===== src/hdl/md5ds_pkg.sv =====
`timescale 1ns / 1ps

package md5ds_pkg;

    localparam int BLOCK_BITS  = 512;
    localparam int QUEUE_DEPTH = 2;

    // last byte position that padding fills before the length field
    localparam logic [5:0] PAD_LAST_POS = 6'd55;
    localparam logic [5:0] BLOCK_LAST_POS = 6'd63;
    localparam logic [5:0] ROUND_LAST = 6'd63;
    localparam logic [7:0] PAD_MARK = 8'h80;

    localparam logic [31:0] IV [4] = '{
        32'h67452301, 32'hefcdab89, 32'h98badcfe, 32'h10325476
    };

    localparam logic [31:0] K_TABLE [64] = '{
        32'hd76aa478, 32'he8c7b756, 32'h242070db, 32'hc1bdceee,
        32'hf57c0faf, 32'h4787c62a, 32'ha8304613, 32'hfd469501,
        32'h698098d8, 32'h8b44f7af, 32'hffff5bb1, 32'h895cd7be,
        32'h6b901122, 32'hfd987193, 32'ha679438e, 32'h49b40821,
        32'hf61e2562, 32'hc040b340, 32'h265e5a51, 32'he9b6c7aa,
        32'hd62f105d, 32'h02441453, 32'hd8a1e681, 32'he7d3fbc8,
        32'h21e1cde6, 32'hc33707d6, 32'hf4d50d87, 32'h455a14ed,
        32'ha9e3e905, 32'hfcefa3f8, 32'h676f02d9, 32'h8d2a4c8a,
        32'hfffa3942, 32'h8771f681, 32'h6d9d6122, 32'hfde5380c,
        32'ha4beea44, 32'h4bdecfa9, 32'hf6bb4b60, 32'hbebfbc70,
        32'h289b7ec6, 32'heaa127fa, 32'hd4ef3085, 32'h04881d05,
        32'hd9d4d039, 32'he6db99e5, 32'h1fa27cf8, 32'hc4ac5665,
        32'hf4292244, 32'h432aff97, 32'hab9423a7, 32'hfc93a039,
        32'h655b59c3, 32'h8f0ccc92, 32'hffeff47d, 32'h85845dd1,
        32'h6fa87e4f, 32'hfe2ce6e0, 32'ha3014314, 32'h4e0811a1,
        32'hf7537e82, 32'hbd3af235, 32'h2ad7d2bb, 32'heb86d391
    };

    localparam logic [4:0] ROT_TABLE [16] = '{
        5'd7, 5'd12, 5'd17, 5'd22, 5'd5, 5'd9, 5'd14, 5'd20,
        5'd4, 5'd11, 5'd16, 5'd23, 5'd6, 5'd10, 5'd15, 5'd21
    };

    typedef struct packed {
        logic [7:0] data_byte;
        logic       byte_present;
        logic       end_of_message;
    } t_in_item;

    typedef struct packed {
        logic [63:0] digest_high;
        logic [63:0] digest_low;
    } t_out_item;

    typedef struct packed {
        logic                  last;
        logic [BLOCK_BITS-1:0] data;
    } t_blk_entry;

    typedef struct packed {
        logic full;
        logic empty;
    } t_queue_status;

    typedef enum logic [1:0] {
        FE_DATA,
        FE_PAD,
        FE_LEN
    } t_fe_state;

    typedef enum logic [1:0] {
        CO_IDLE,
        CO_RUN,
        CO_ADD
    } t_co_state;

    // message word index for a round
    function automatic logic [3:0] msg_index(input logic [5:0] rnd);
        logic [3:0] i4;
        logic [3:0] g;
        i4 = rnd[3:0];
        case (rnd[5:4])
            2'd0:    g = i4;
            2'd1:    g = i4 * 4'd5 + 4'd1;
            2'd2:    g = i4 * 4'd3 + 4'd5;
            2'd3:    g = i4 * 4'd7;
            default: g = i4;
        endcase
        return g;
    endfunction

    function automatic logic [31:0] rotl32(input logic [31:0] x, input logic [4:0] s);
        logic [63:0] w;
        w = {x, x} << s;
        return w[63:32];
    endfunction

endpackage


===== src/hdl/md5ds_front.sv =====
`timescale 1ns / 1ps

module md5ds_front (
    input  logic                   i_clk,
    input  logic                   i_rst_n,
    input  logic                   i_in_valid,
    output logic                   o_in_ready,
    input  md5ds_pkg::t_in_item    i_in_item,
    input  md5ds_pkg::t_queue_status i_status,
    output logic                   o_push,
    output md5ds_pkg::t_blk_entry  o_entry
);

    md5ds_pkg::t_fe_state r_state, n_state;
    logic [5:0]  r_pos, n_pos;
    logic [63:0] r_bitcnt, n_bitcnt;
    logic [63:0] r_len, n_len;
    logic        r_first, n_first;
    logic [md5ds_pkg::BLOCK_BITS-1:0] r_fill, n_fill;

    logic       acc;
    logic       wr_en;
    logic [7:0] wr_byte;
    logic [63:0] cnt_sum;

    assign acc = i_in_valid && o_in_ready;

    always_comb begin
        n_state = r_state;
        case (r_state)
            md5ds_pkg::FE_DATA: begin
                if (acc && i_in_item.end_of_message) begin
                    n_state = md5ds_pkg::FE_PAD;
                end
            end
            md5ds_pkg::FE_PAD: begin
                if (!i_status.full && r_pos == md5ds_pkg::PAD_LAST_POS) begin
                    n_state = md5ds_pkg::FE_LEN;
                end
            end
            md5ds_pkg::FE_LEN: begin
                if (!i_status.full && r_pos == md5ds_pkg::BLOCK_LAST_POS) begin
                    n_state = md5ds_pkg::FE_DATA;
                end
            end
            default: n_state = md5ds_pkg::FE_DATA;
        endcase
    end

    always_comb begin
        o_in_ready = 1'b0;
        wr_en      = 1'b0;
        wr_byte    = 8'h00;
        n_bitcnt   = r_bitcnt;
        n_len      = r_len;
        n_first    = r_first;
        cnt_sum    = r_bitcnt + (i_in_item.byte_present ? 64'd8 : 64'd0);
        case (r_state)
            md5ds_pkg::FE_DATA: begin
                o_in_ready = !i_status.full;
                wr_en      = acc && i_in_item.byte_present;
                wr_byte    = i_in_item.data_byte;
                if (acc) begin
                    if (i_in_item.end_of_message) begin
                        // latch the final length, restart the count for the next message
                        n_len    = cnt_sum;
                        n_bitcnt = 64'd0;
                        n_first  = 1'b1;
                    end else begin
                        n_bitcnt = cnt_sum;
                    end
                end
            end
            md5ds_pkg::FE_PAD: begin
                wr_en   = !i_status.full;
                wr_byte = r_first ? md5ds_pkg::PAD_MARK : 8'h00;
                if (wr_en) begin
                    n_first = 1'b0;
                end
            end
            md5ds_pkg::FE_LEN: begin
                wr_en   = !i_status.full;
                wr_byte = r_len[{r_pos[2:0], 3'b000} +: 8];
            end
            default: begin
                wr_en = 1'b0;
            end
        endcase

        n_fill = r_fill;
        if (wr_en) begin
            n_fill[{r_pos, 3'b000} +: 8] = wr_byte;
        end
        n_pos        = wr_en ? r_pos + 6'd1 : r_pos;
        o_push       = wr_en && r_pos == md5ds_pkg::BLOCK_LAST_POS;
        o_entry.data = n_fill;
        o_entry.last = (r_state == md5ds_pkg::FE_LEN);
    end

    always_ff @(posedge i_clk) begin
        if (!i_rst_n) begin
            r_state  <= md5ds_pkg::FE_DATA;
            r_pos    <= 6'd0;
            r_bitcnt <= 64'd0;
            r_first  <= 1'b0;
        end else begin
            r_state  <= n_state;
            r_pos    <= n_pos;
            r_bitcnt <= n_bitcnt;
            r_first  <= n_first;
        end
    end

    always_ff @(posedge i_clk) begin
        r_fill <= n_fill;
        r_len  <= n_len;
    end

endmodule


===== src/hdl/md5ds_fifo.sv =====
`timescale 1ns / 1ps

module md5ds_fifo #(
    parameter int DEPTH = md5ds_pkg::QUEUE_DEPTH
) (
    input  logic                     i_clk,
    input  logic                     i_rst_n,
    input  logic                     i_push,
    input  md5ds_pkg::t_blk_entry    i_entry,
    input  logic                     i_pop,
    output md5ds_pkg::t_blk_entry    o_head,
    output md5ds_pkg::t_queue_status o_status
);

    localparam int PW = (DEPTH > 1) ? $clog2(DEPTH) : 1;
    localparam int CW = $clog2(DEPTH + 1);

    md5ds_pkg::t_blk_entry r_mem [DEPTH];
    logic [PW-1:0] r_wp, n_wp;
    logic [PW-1:0] r_rp, n_rp;
    logic [CW-1:0] r_cnt, n_cnt;
    logic do_push, do_pop;

    assign o_status.full  = (r_cnt == CW'(DEPTH));
    assign o_status.empty = (r_cnt == '0);
    assign o_head         = r_mem[r_rp];

    assign do_push = i_push && !o_status.full;
    assign do_pop  = i_pop && !o_status.empty;

    always_comb begin
        n_wp = r_wp;
        n_rp = r_rp;
        if (do_push) begin
            n_wp = (r_wp == PW'(DEPTH - 1)) ? '0 : r_wp + PW'(1);
        end
        if (do_pop) begin
            n_rp = (r_rp == PW'(DEPTH - 1)) ? '0 : r_rp + PW'(1);
        end
        n_cnt = r_cnt + CW'(do_push) - CW'(do_pop);
    end

    always_ff @(posedge i_clk) begin
        if (!i_rst_n) begin
            r_wp  <= '0;
            r_rp  <= '0;
            r_cnt <= '0;
        end else begin
            r_wp  <= n_wp;
            r_rp  <= n_rp;
            r_cnt <= n_cnt;
        end
    end

    always_ff @(posedge i_clk) begin
        if (do_push) begin
            r_mem[r_wp] <= i_entry;
        end
    end

endmodule


===== src/hdl/md5ds_core.sv =====
`timescale 1ns / 1ps

module md5ds_core (
    input  logic                     i_clk,
    input  logic                     i_rst_n,
    input  md5ds_pkg::t_blk_entry    i_head,
    input  md5ds_pkg::t_queue_status i_status,
    output logic                     o_pop,
    output logic                     o_out_valid,
    input  logic                     i_out_ready,
    output md5ds_pkg::t_out_item     o_out_item
);

    md5ds_pkg::t_co_state r_state, n_state;
    logic [31:0] r_h [4];
    logic [31:0] n_h [4];
    logic [31:0] r_a, r_b, r_c, r_d;
    logic [31:0] n_a, n_b, n_c, n_d;
    logic [5:0]  r_rnd, n_rnd;
    logic        r_last, n_last;
    logic [md5ds_pkg::BLOCK_BITS-1:0] r_blk, n_blk;
    logic        r_out_valid, n_out_valid;
    md5ds_pkg::t_out_item r_out, n_out;

    logic        out_free;
    logic [31:0] f, m, t, t2;
    logic [3:0]  g;
    logic [31:0] s0, s1, s2, s3;

    assign out_free    = !r_out_valid || i_out_ready;
    assign o_out_valid = r_out_valid;
    assign o_out_item  = r_out;

    // one round per cycle
    always_comb begin
        case (r_rnd[5:4])
            2'd0:    f = (r_b & r_c) | (~r_b & r_d);
            2'd1:    f = (r_b & r_d) | (r_c & ~r_d);
            2'd2:    f = r_b ^ r_c ^ r_d;
            2'd3:    f = r_c ^ (r_b | ~r_d);
            default: f = 32'd0;
        endcase
        g  = md5ds_pkg::msg_index(r_rnd);
        m  = r_blk[{g, 5'b00000} +: 32];
        t  = r_a + f + m + md5ds_pkg::K_TABLE[r_rnd];
        t2 = r_b + md5ds_pkg::rotl32(t, md5ds_pkg::ROT_TABLE[{r_rnd[5:4], r_rnd[1:0]}]);
        s0 = r_h[0] + r_a;
        s1 = r_h[1] + r_b;
        s2 = r_h[2] + r_c;
        s3 = r_h[3] + r_d;
    end

    always_comb begin
        n_state = r_state;
        case (r_state)
            md5ds_pkg::CO_IDLE: begin
                if (!i_status.empty) begin
                    n_state = md5ds_pkg::CO_RUN;
                end
            end
            md5ds_pkg::CO_RUN: begin
                if (r_rnd == md5ds_pkg::ROUND_LAST) begin
                    n_state = md5ds_pkg::CO_ADD;
                end
            end
            md5ds_pkg::CO_ADD: begin
                if (!r_last || out_free) begin
                    n_state = md5ds_pkg::CO_IDLE;
                end
            end
            default: n_state = md5ds_pkg::CO_IDLE;
        endcase
    end

    always_comb begin
        o_pop       = 1'b0;
        n_h         = r_h;
        n_a         = r_a;
        n_b         = r_b;
        n_c         = r_c;
        n_d         = r_d;
        n_rnd       = r_rnd;
        n_last      = r_last;
        n_blk       = r_blk;
        n_out       = r_out;
        n_out_valid = r_out_valid && !i_out_ready;
        case (r_state)
            md5ds_pkg::CO_IDLE: begin
                if (!i_status.empty) begin
                    o_pop  = 1'b1;
                    n_blk  = i_head.data;
                    n_last = i_head.last;
                    n_a    = r_h[0];
                    n_b    = r_h[1];
                    n_c    = r_h[2];
                    n_d    = r_h[3];
                    n_rnd  = 6'd0;
                end
            end
            md5ds_pkg::CO_RUN: begin
                n_a   = r_d;
                n_b   = t2;
                n_c   = r_b;
                n_d   = r_c;
                n_rnd = r_rnd + 6'd1;
            end
            md5ds_pkg::CO_ADD: begin
                if (!r_last) begin
                    n_h = '{s0, s1, s2, s3};
                end else if (out_free) begin
                    // emit the digest and restart the chain for the next message
                    n_out_valid       = 1'b1;
                    n_out.digest_low  = {s1, s0};
                    n_out.digest_high = {s3, s2};
                    n_h               = md5ds_pkg::IV;
                end
            end
            default: begin
                o_pop = 1'b0;
            end
        endcase
    end

    always_ff @(posedge i_clk) begin
        if (!i_rst_n) begin
            r_state     <= md5ds_pkg::CO_IDLE;
            r_out_valid <= 1'b0;
            r_h         <= md5ds_pkg::IV;
        end else begin
            r_state     <= n_state;
            r_out_valid <= n_out_valid;
            r_h         <= n_h;
        end
    end

    always_ff @(posedge i_clk) begin
        r_a    <= n_a;
        r_b    <= n_b;
        r_c    <= n_c;
        r_d    <= n_d;
        r_rnd  <= n_rnd;
        r_last <= n_last;
        r_blk  <= n_blk;
        r_out  <= n_out;
    end

endmodule


===== src/hdl/md5_digest_stream.sv =====
`timescale 1ns / 1ps
// MD5 digest over a byte stream.
// Input channel (i_in_valid / o_in_ready / i_in_item): each transfer may carry
// one message byte (byte_present) and may close the message (end_of_message).
// Output channel (o_out_valid / i_out_ready / o_out_item): one 128-bit digest
// per message, digest byte 0 in bit 7:0 of digest_low.
// Flow: the byte packer takes one byte per cycle while the queue is not full
// and no padding is under way; the round unit works each 64-byte block in
// order (load, 64 rounds, chain add), so long messages are paced by the single
// round unit. A two-block queue between packer and round unit absorbs the
// difference. After end_of_message the packer writes the pad and length
// bytes, then the last block passes through the round unit, behind any
// blocks still queued ahead of it.
// While padding, o_in_ready stays low; the next message starts when it rises.
// Reset (synchronous, active low) restores the initial chain values, clears
// the byte count, empties the queue and drops any pending digest.
// If the receiver stalls, the digest holds in the output register; the round
// unit then waits before finishing the next message, and the queue and
// packer back up behind it.

module md5_digest_stream #(
    parameter int QUEUE_DEPTH = md5ds_pkg::QUEUE_DEPTH
) (
    input  logic                 i_clk,
    input  logic                 i_rst_n,
    input  logic                 i_in_valid,
    output logic                 o_in_ready,
    input  md5ds_pkg::t_in_item  i_in_item,
    output logic                 o_out_valid,
    input  logic                 i_out_ready,
    output md5ds_pkg::t_out_item o_out_item
);

    logic                     push;
    logic                     pop;
    md5ds_pkg::t_blk_entry    push_entry;
    md5ds_pkg::t_blk_entry    head;
    md5ds_pkg::t_queue_status status;

    md5ds_front u_front (
        .i_clk      (i_clk),
        .i_rst_n    (i_rst_n),
        .i_in_valid (i_in_valid),
        .o_in_ready (o_in_ready),
        .i_in_item  (i_in_item),
        .i_status   (status),
        .o_push     (push),
        .o_entry    (push_entry)
    );

    md5ds_fifo #(
        .DEPTH (QUEUE_DEPTH)
    ) u_fifo (
        .i_clk    (i_clk),
        .i_rst_n  (i_rst_n),
        .i_push   (push),
        .i_entry  (push_entry),
        .i_pop    (pop),
        .o_head   (head),
        .o_status (status)
    );

    md5ds_core u_core (
        .i_clk       (i_clk),
        .i_rst_n     (i_rst_n),
        .i_head      (head),
        .i_status    (status),
        .o_pop       (pop),
        .o_out_valid (o_out_valid),
        .i_out_ready (i_out_ready),
        .o_out_item  (o_out_item)
    );

endmodule


===== config.mk =====
export PLATFORM = sky130hd
export DESIGN_NAME = md5_digest_stream
export DESIGN_NICKNAME = d
export VERILOG_FILES = /design/src/hdl/md5ds_pkg.sv /design/src/hdl/md5ds_front.sv /design/src/hdl/md5ds_fifo.sv /design/src/hdl/md5ds_core.sv /design/src/hdl/md5_digest_stream.sv
export SDC_FILE = /design/constraint.sdc
export NUM_CORES = 2
export LEC_CHECK = 0
export BUFFER_PORTS_ARGS = -buffer_cell sky130_fd_sc_hd__buf_4
export CAP_MARGIN = 20
export CELL_PAD_IN_SITES_DETAIL_PLACEMENT = 0
export CELL_PAD_IN_SITES_GLOBAL_PLACEMENT = 1
export CORE_MARGIN = 4
export CORE_UTILIZATION = 30
export CTS_CLUSTER_SIZE = 28
export DETAILED_ROUTE_END_ITERATION = 7
export GPL_TIMING_DRIVEN = 1
export PLACE_DENSITY = 0.61
export SLEW_MARGIN = 20
export SYNTH_ARGS = -nofsm -noshare
export SYNTH_HDL_FRONTEND = slang
export SYNTH_SLANG_ARGS = --single-unit

===== constraint.sdc =====
create_clock -name i_clk -period 27.7 [get_ports i_clk]
set_clock_uncertainty 0.05 [all_clocks]
set_input_delay 2.77 -clock i_clk [delete_from_list [all_inputs] [get_ports i_clk]]
set_output_delay 2.77 -clock i_clk [all_outputs]
set_load 0.03 [all_outputs]

==> summary.txt <==
Timing
  • Final Setup Violations: 0
  • Pins over their slew limit: 0
  • Number of hold violations in the final report: 0
  • Summed negative setup slack over all endpoints: 0 ns
  • Slew headroom: 17.2%
  • Achievable clock frequency: 78.3 MHz
  • Slew @ Worst Pin: 1.23 ns
  • Period minus WS final: 12.77 ns
  • Post-route clock period utilization: 46.1%
  • Unrepaired setup endpoints after global routing: false

Critical path
  • Crit-path most repeated cell: nand2_1
  • Required time at the endpoint of the critical path: 28.38 ns
  • Worst reg2reg startpoint: u_core.r_rnd[0]
  • R2R Path End: u_core.r_b[31]
  • Number of cells on the worst reg-to-reg path: 38
  • Crit. End Element: register
  • Arrival @ worst endpoint: 13.45 ns
  • Largest driver fanout on the critical path: 50
  • Worst path max stage delay: 0.87 ns
  • Standard cell with the maximum stage delay on the critical path: o21ai_1
  • Worst reg-to-reg setup slack: 14.93 ns
  • Worst Setup Start Kind: register
  • Setup CP Type: reg2reg

Route
  • Number of optimization iterations in the first detailed-route pass: 8
  • DR vias: 68800
  • Total wire length: 328000 microns
  • Via/cell ratio: 5.01
  • Initial DRC Count: 5554
  • Final routed DRC violation total: 0
  • Antenna viol nets, final: 0
  • Wire per inst: 23.9 microns

Logic synthesis
  • Simple-gate share of the synthesized area: 8.55%
  • Portion of netlist area occupied by mux cells: 9.97%
  • Synthesized instance count: 8542
  • Top-area cell type share of the netlist area: 50.6%
  • Number of enable flip-flop cells after synthesis: 1862
  • Complex-gate fraction of the synthesized area: 9.24%
  • Area share of fa/ha/maj cells after synthesis: 3.98%
  • Share of the synthesized netlist area taken by xor and xnor gates: 2.46%
  • Number of register bits inferred by synthesis: 2579
  • Primary flip-flop cell chosen by synthesis mapping: edfxtp_1
  • Library cell with the largest summed area after synthesis: edfxtp_1
  • Netlist area before placement: 0.110 sq mm
  • Yosys warnings: 0
  • Sequential-to-total area share from yosys stat: 63.6%
  • Nets in the synthesized netlist: 8864
  • Main combinational cell family by area after synthesis: multiplexers
  • Synth cell types: 93
  • Avg Synthesized Cell Area: 12.9 sq um
  • Ys async rst share: 0%
  • Synth area leaders: edfxtp_1, dfxtp_1, mux2_2

Global route
  • Wire length of the first global-routing pass: 479000 microns
  • Initial antenna violation count: 10
  • Largest net degree at the start of global routing: 164
  • Number of global-route vias before repair: 68700
  • Aggregate global-route resource usage: 16.8%
  • Global route overflow: 0

Floorplanning
  • Site row count: 222
  • Horizontal extent of the die: 615 microns
  • Count of pins on the block boundary: 144
  • Core footprint: 0.366 sq mm
  • Area of the die: 0.378 sq mm
  • DIE HEIGHT: 615 microns
  • Initial core utilization: 30.2%

Min path
  • Launch point of the worst hold path: u_front.r_fill[131]
  • Path type of the worst min-delay path: reg2reg
  • Hold Crit Depth: 1
  • End point of the worst hold path: u_front.r_fill[131]

Clocking
  • Clock Sinks: 2579
  • Hold-fix buffer count after cts: 0
  • Maximum number of buffers from clock root to sink: 4
  • Worst skew pair latency: 0.94 ns
  • Level count of the clock H-tree: 5
  • Worst-path clk slew: 0.06 ns
  • CTS buffer count: 290
  • Buffer count from post-CTS setup fixing: 0
  • CTS tree: yes
  • Root buffer cell: clkbuf_16
  • Number of gates resized after cts: 0

Layout
  • Final std cells w/o fill: 13700
  • Area added between synthesis and finish: 14.9%
  • Final-stage net count: 9004
  • End-of-flow core utilization: 34.7%
  • Share of layout cells above drive strength 1: 17.2%

Pwr
  • Power density over the cells: 64.3 mW/mm^2
  • Power Total: 0.00816 W
  • Pleak: 43.8 nW
  • Worst-case vdd ir drop: 0.0000498 V

Placement
  • Post-DP HPWL: 216000 microns
  • Placer's final routability congestion estimate: 0.889
  • Quantity of I/O buffers inserted on ports: 143
  • Number of cells after detailed placement: 13200

Run
  • Number of max-cap violations: 0

Outcome
  • Outcome: complete, no violations
-- final cells by class --
| cell class | instances | area (sq um) |
|---|---|---|
| fill | 35500 | 239000 |
| sequential | 2579 | 70300 |
| multi-input combinational | 5328 | 38000 |
| clock buffer | 397 | 8190 |
| tap | 4816 | 6030 |
| timing repair buffer | 279 | 2170 |
| clock inverter | 136 | 1490 |
| inverter | 204 | 776 |
| antenna | 7 | 17.5 |
-- per-stage QoR --
stage	hold slack, ns	setup WS, ns	area [sq um]
6_report	0.433	14.93	127000
3_3_place_gp	0.410	14.76	117000
3_5_place_dp	0.423	14.82	117000
4_1_cts	0.437	14.75	127000
2_1_floorplan	0.401	0.957	110000
5_1_grt	0.450	13.87	127000
-- routing by layer --
metal	global-route usage, %	up-vias	wire length (microns)
li1	-	31800	-
met1	22.7	34900	147000
met2	28.2	1651	157000
met3	1.97	468	13400
met4	5.26	2	10300
met5	0	-	13
-- where the power goes --
part           leakage, nW  switching [W]  internal, W  total, W
logic                 16.2       0.000128    0.0000355  0.000163
clock network         4.72        0.00159      0.00228   0.00387
registers             22.9     0.00000527      0.00412   0.00412
-- worst max-delay path, delay by kind of cell (launching register included) --
kind / cells / cell delay, ns
xor+xnor: 2 / 0.34
fa+ha+maj: 5 / 2.55
simple gates: 7 / 1.09
compound gates: 14 / 4.85
flops: 1 / 0.32
buf+inv: 5 / 1.63
mux: 5 / 1.67
-- worst max-delay path by stage --
stage                     from             end  slack (ns)  depth (start not counted)
3_3_place_gp   u_core.r_rnd[5]  u_core.r_b[31]       14.76                         41
2_1_floorplan       i_in_valid     u_fifo.r_wp        0.96                          8
4_1_cts        u_core.r_rnd[5]  u_core.r_b[31]       14.75                         41
6_report       u_core.r_rnd[0]  u_core.r_b[31]       14.93                         38
3_5_place_dp   u_core.r_rnd[5]  u_core.r_b[31]       14.82                         41
5_1_grt        u_core.r_rnd[5]  u_core.r_b[31]       13.87                         41
-- state kept, by name, summed over array words and instances, names as in the netlist, 2 cells and up --
name               cells
u_fifo.r_mem        1026
u_core.r_h           128
u_core.r_c            32
u_front.r_len         61
u_front.r_bitcnt      61
u_core.r_a            32
u_core.r_rnd           6
u_core.r_blk         512
u_core.r_b            32
u_fifo.r_cnt           2
u_front.r_state        2
u_core.r_state         2
u_front.r_fill       512
u_core.o_out_item    128
u_front.r_pos          6
u_core.r_d            32
-- cell usage after synthesis, drive strengths merged (72+ instances only) --
cell	n
mux2	600
dfxtp	717
mux2i	85
nand3	140
a31oi	72
nor3	92
mux4	151
a21o	83
clkbuf	358
nor2	434
a21oi	298
fa	72
inv	202
xnor2	205
xor2	102
o21ai	722
nand2	1246
a22oi	103
buf	73
ha	236
edfxtp	1862
-- cell families after synthesis --
family                   after synthesis
flip-flops                          2579
AND/OR/NAND/NOR                     2214
AO/OA/AOI/OAI                       1663
multiplexers                         836
buffers and inverters                635
adder cells (fa/ha/maj)              308
XOR/XNOR                             307
-- cell usage in the layout (no fill, tap or decap), drive strengths merged, types with 83 or more instances in the layout --
| cell type | Yosys | routed |
|---|---|---|
| a22oi | 103 | 103 |
| o21ai | 722 | 722 |
| nand3 | 140 | 140 |
| xnor2 | 205 | 205 |
| buf | 73 | 279 |
| mux2i | 85 | 85 |
| nand2 | 1246 | 1246 |
| nor3 | 92 | 92 |
| clkinv | 2 | 89 |
| mux4 | 151 | 151 |
| mux2 | 600 | 600 |
| xor2 | 102 | 102 |
| a21oi | 298 | 298 |
| dfxtp | 717 | 717 |
| nor2 | 434 | 434 |
| ha | 236 | 236 |
| a21o | 83 | 83 |
| clkbuf | 358 | 397 |
| edfxtp | 1862 | 1862 |
| inv | 202 | 219 |
Power figures use the tool's default switching activity.
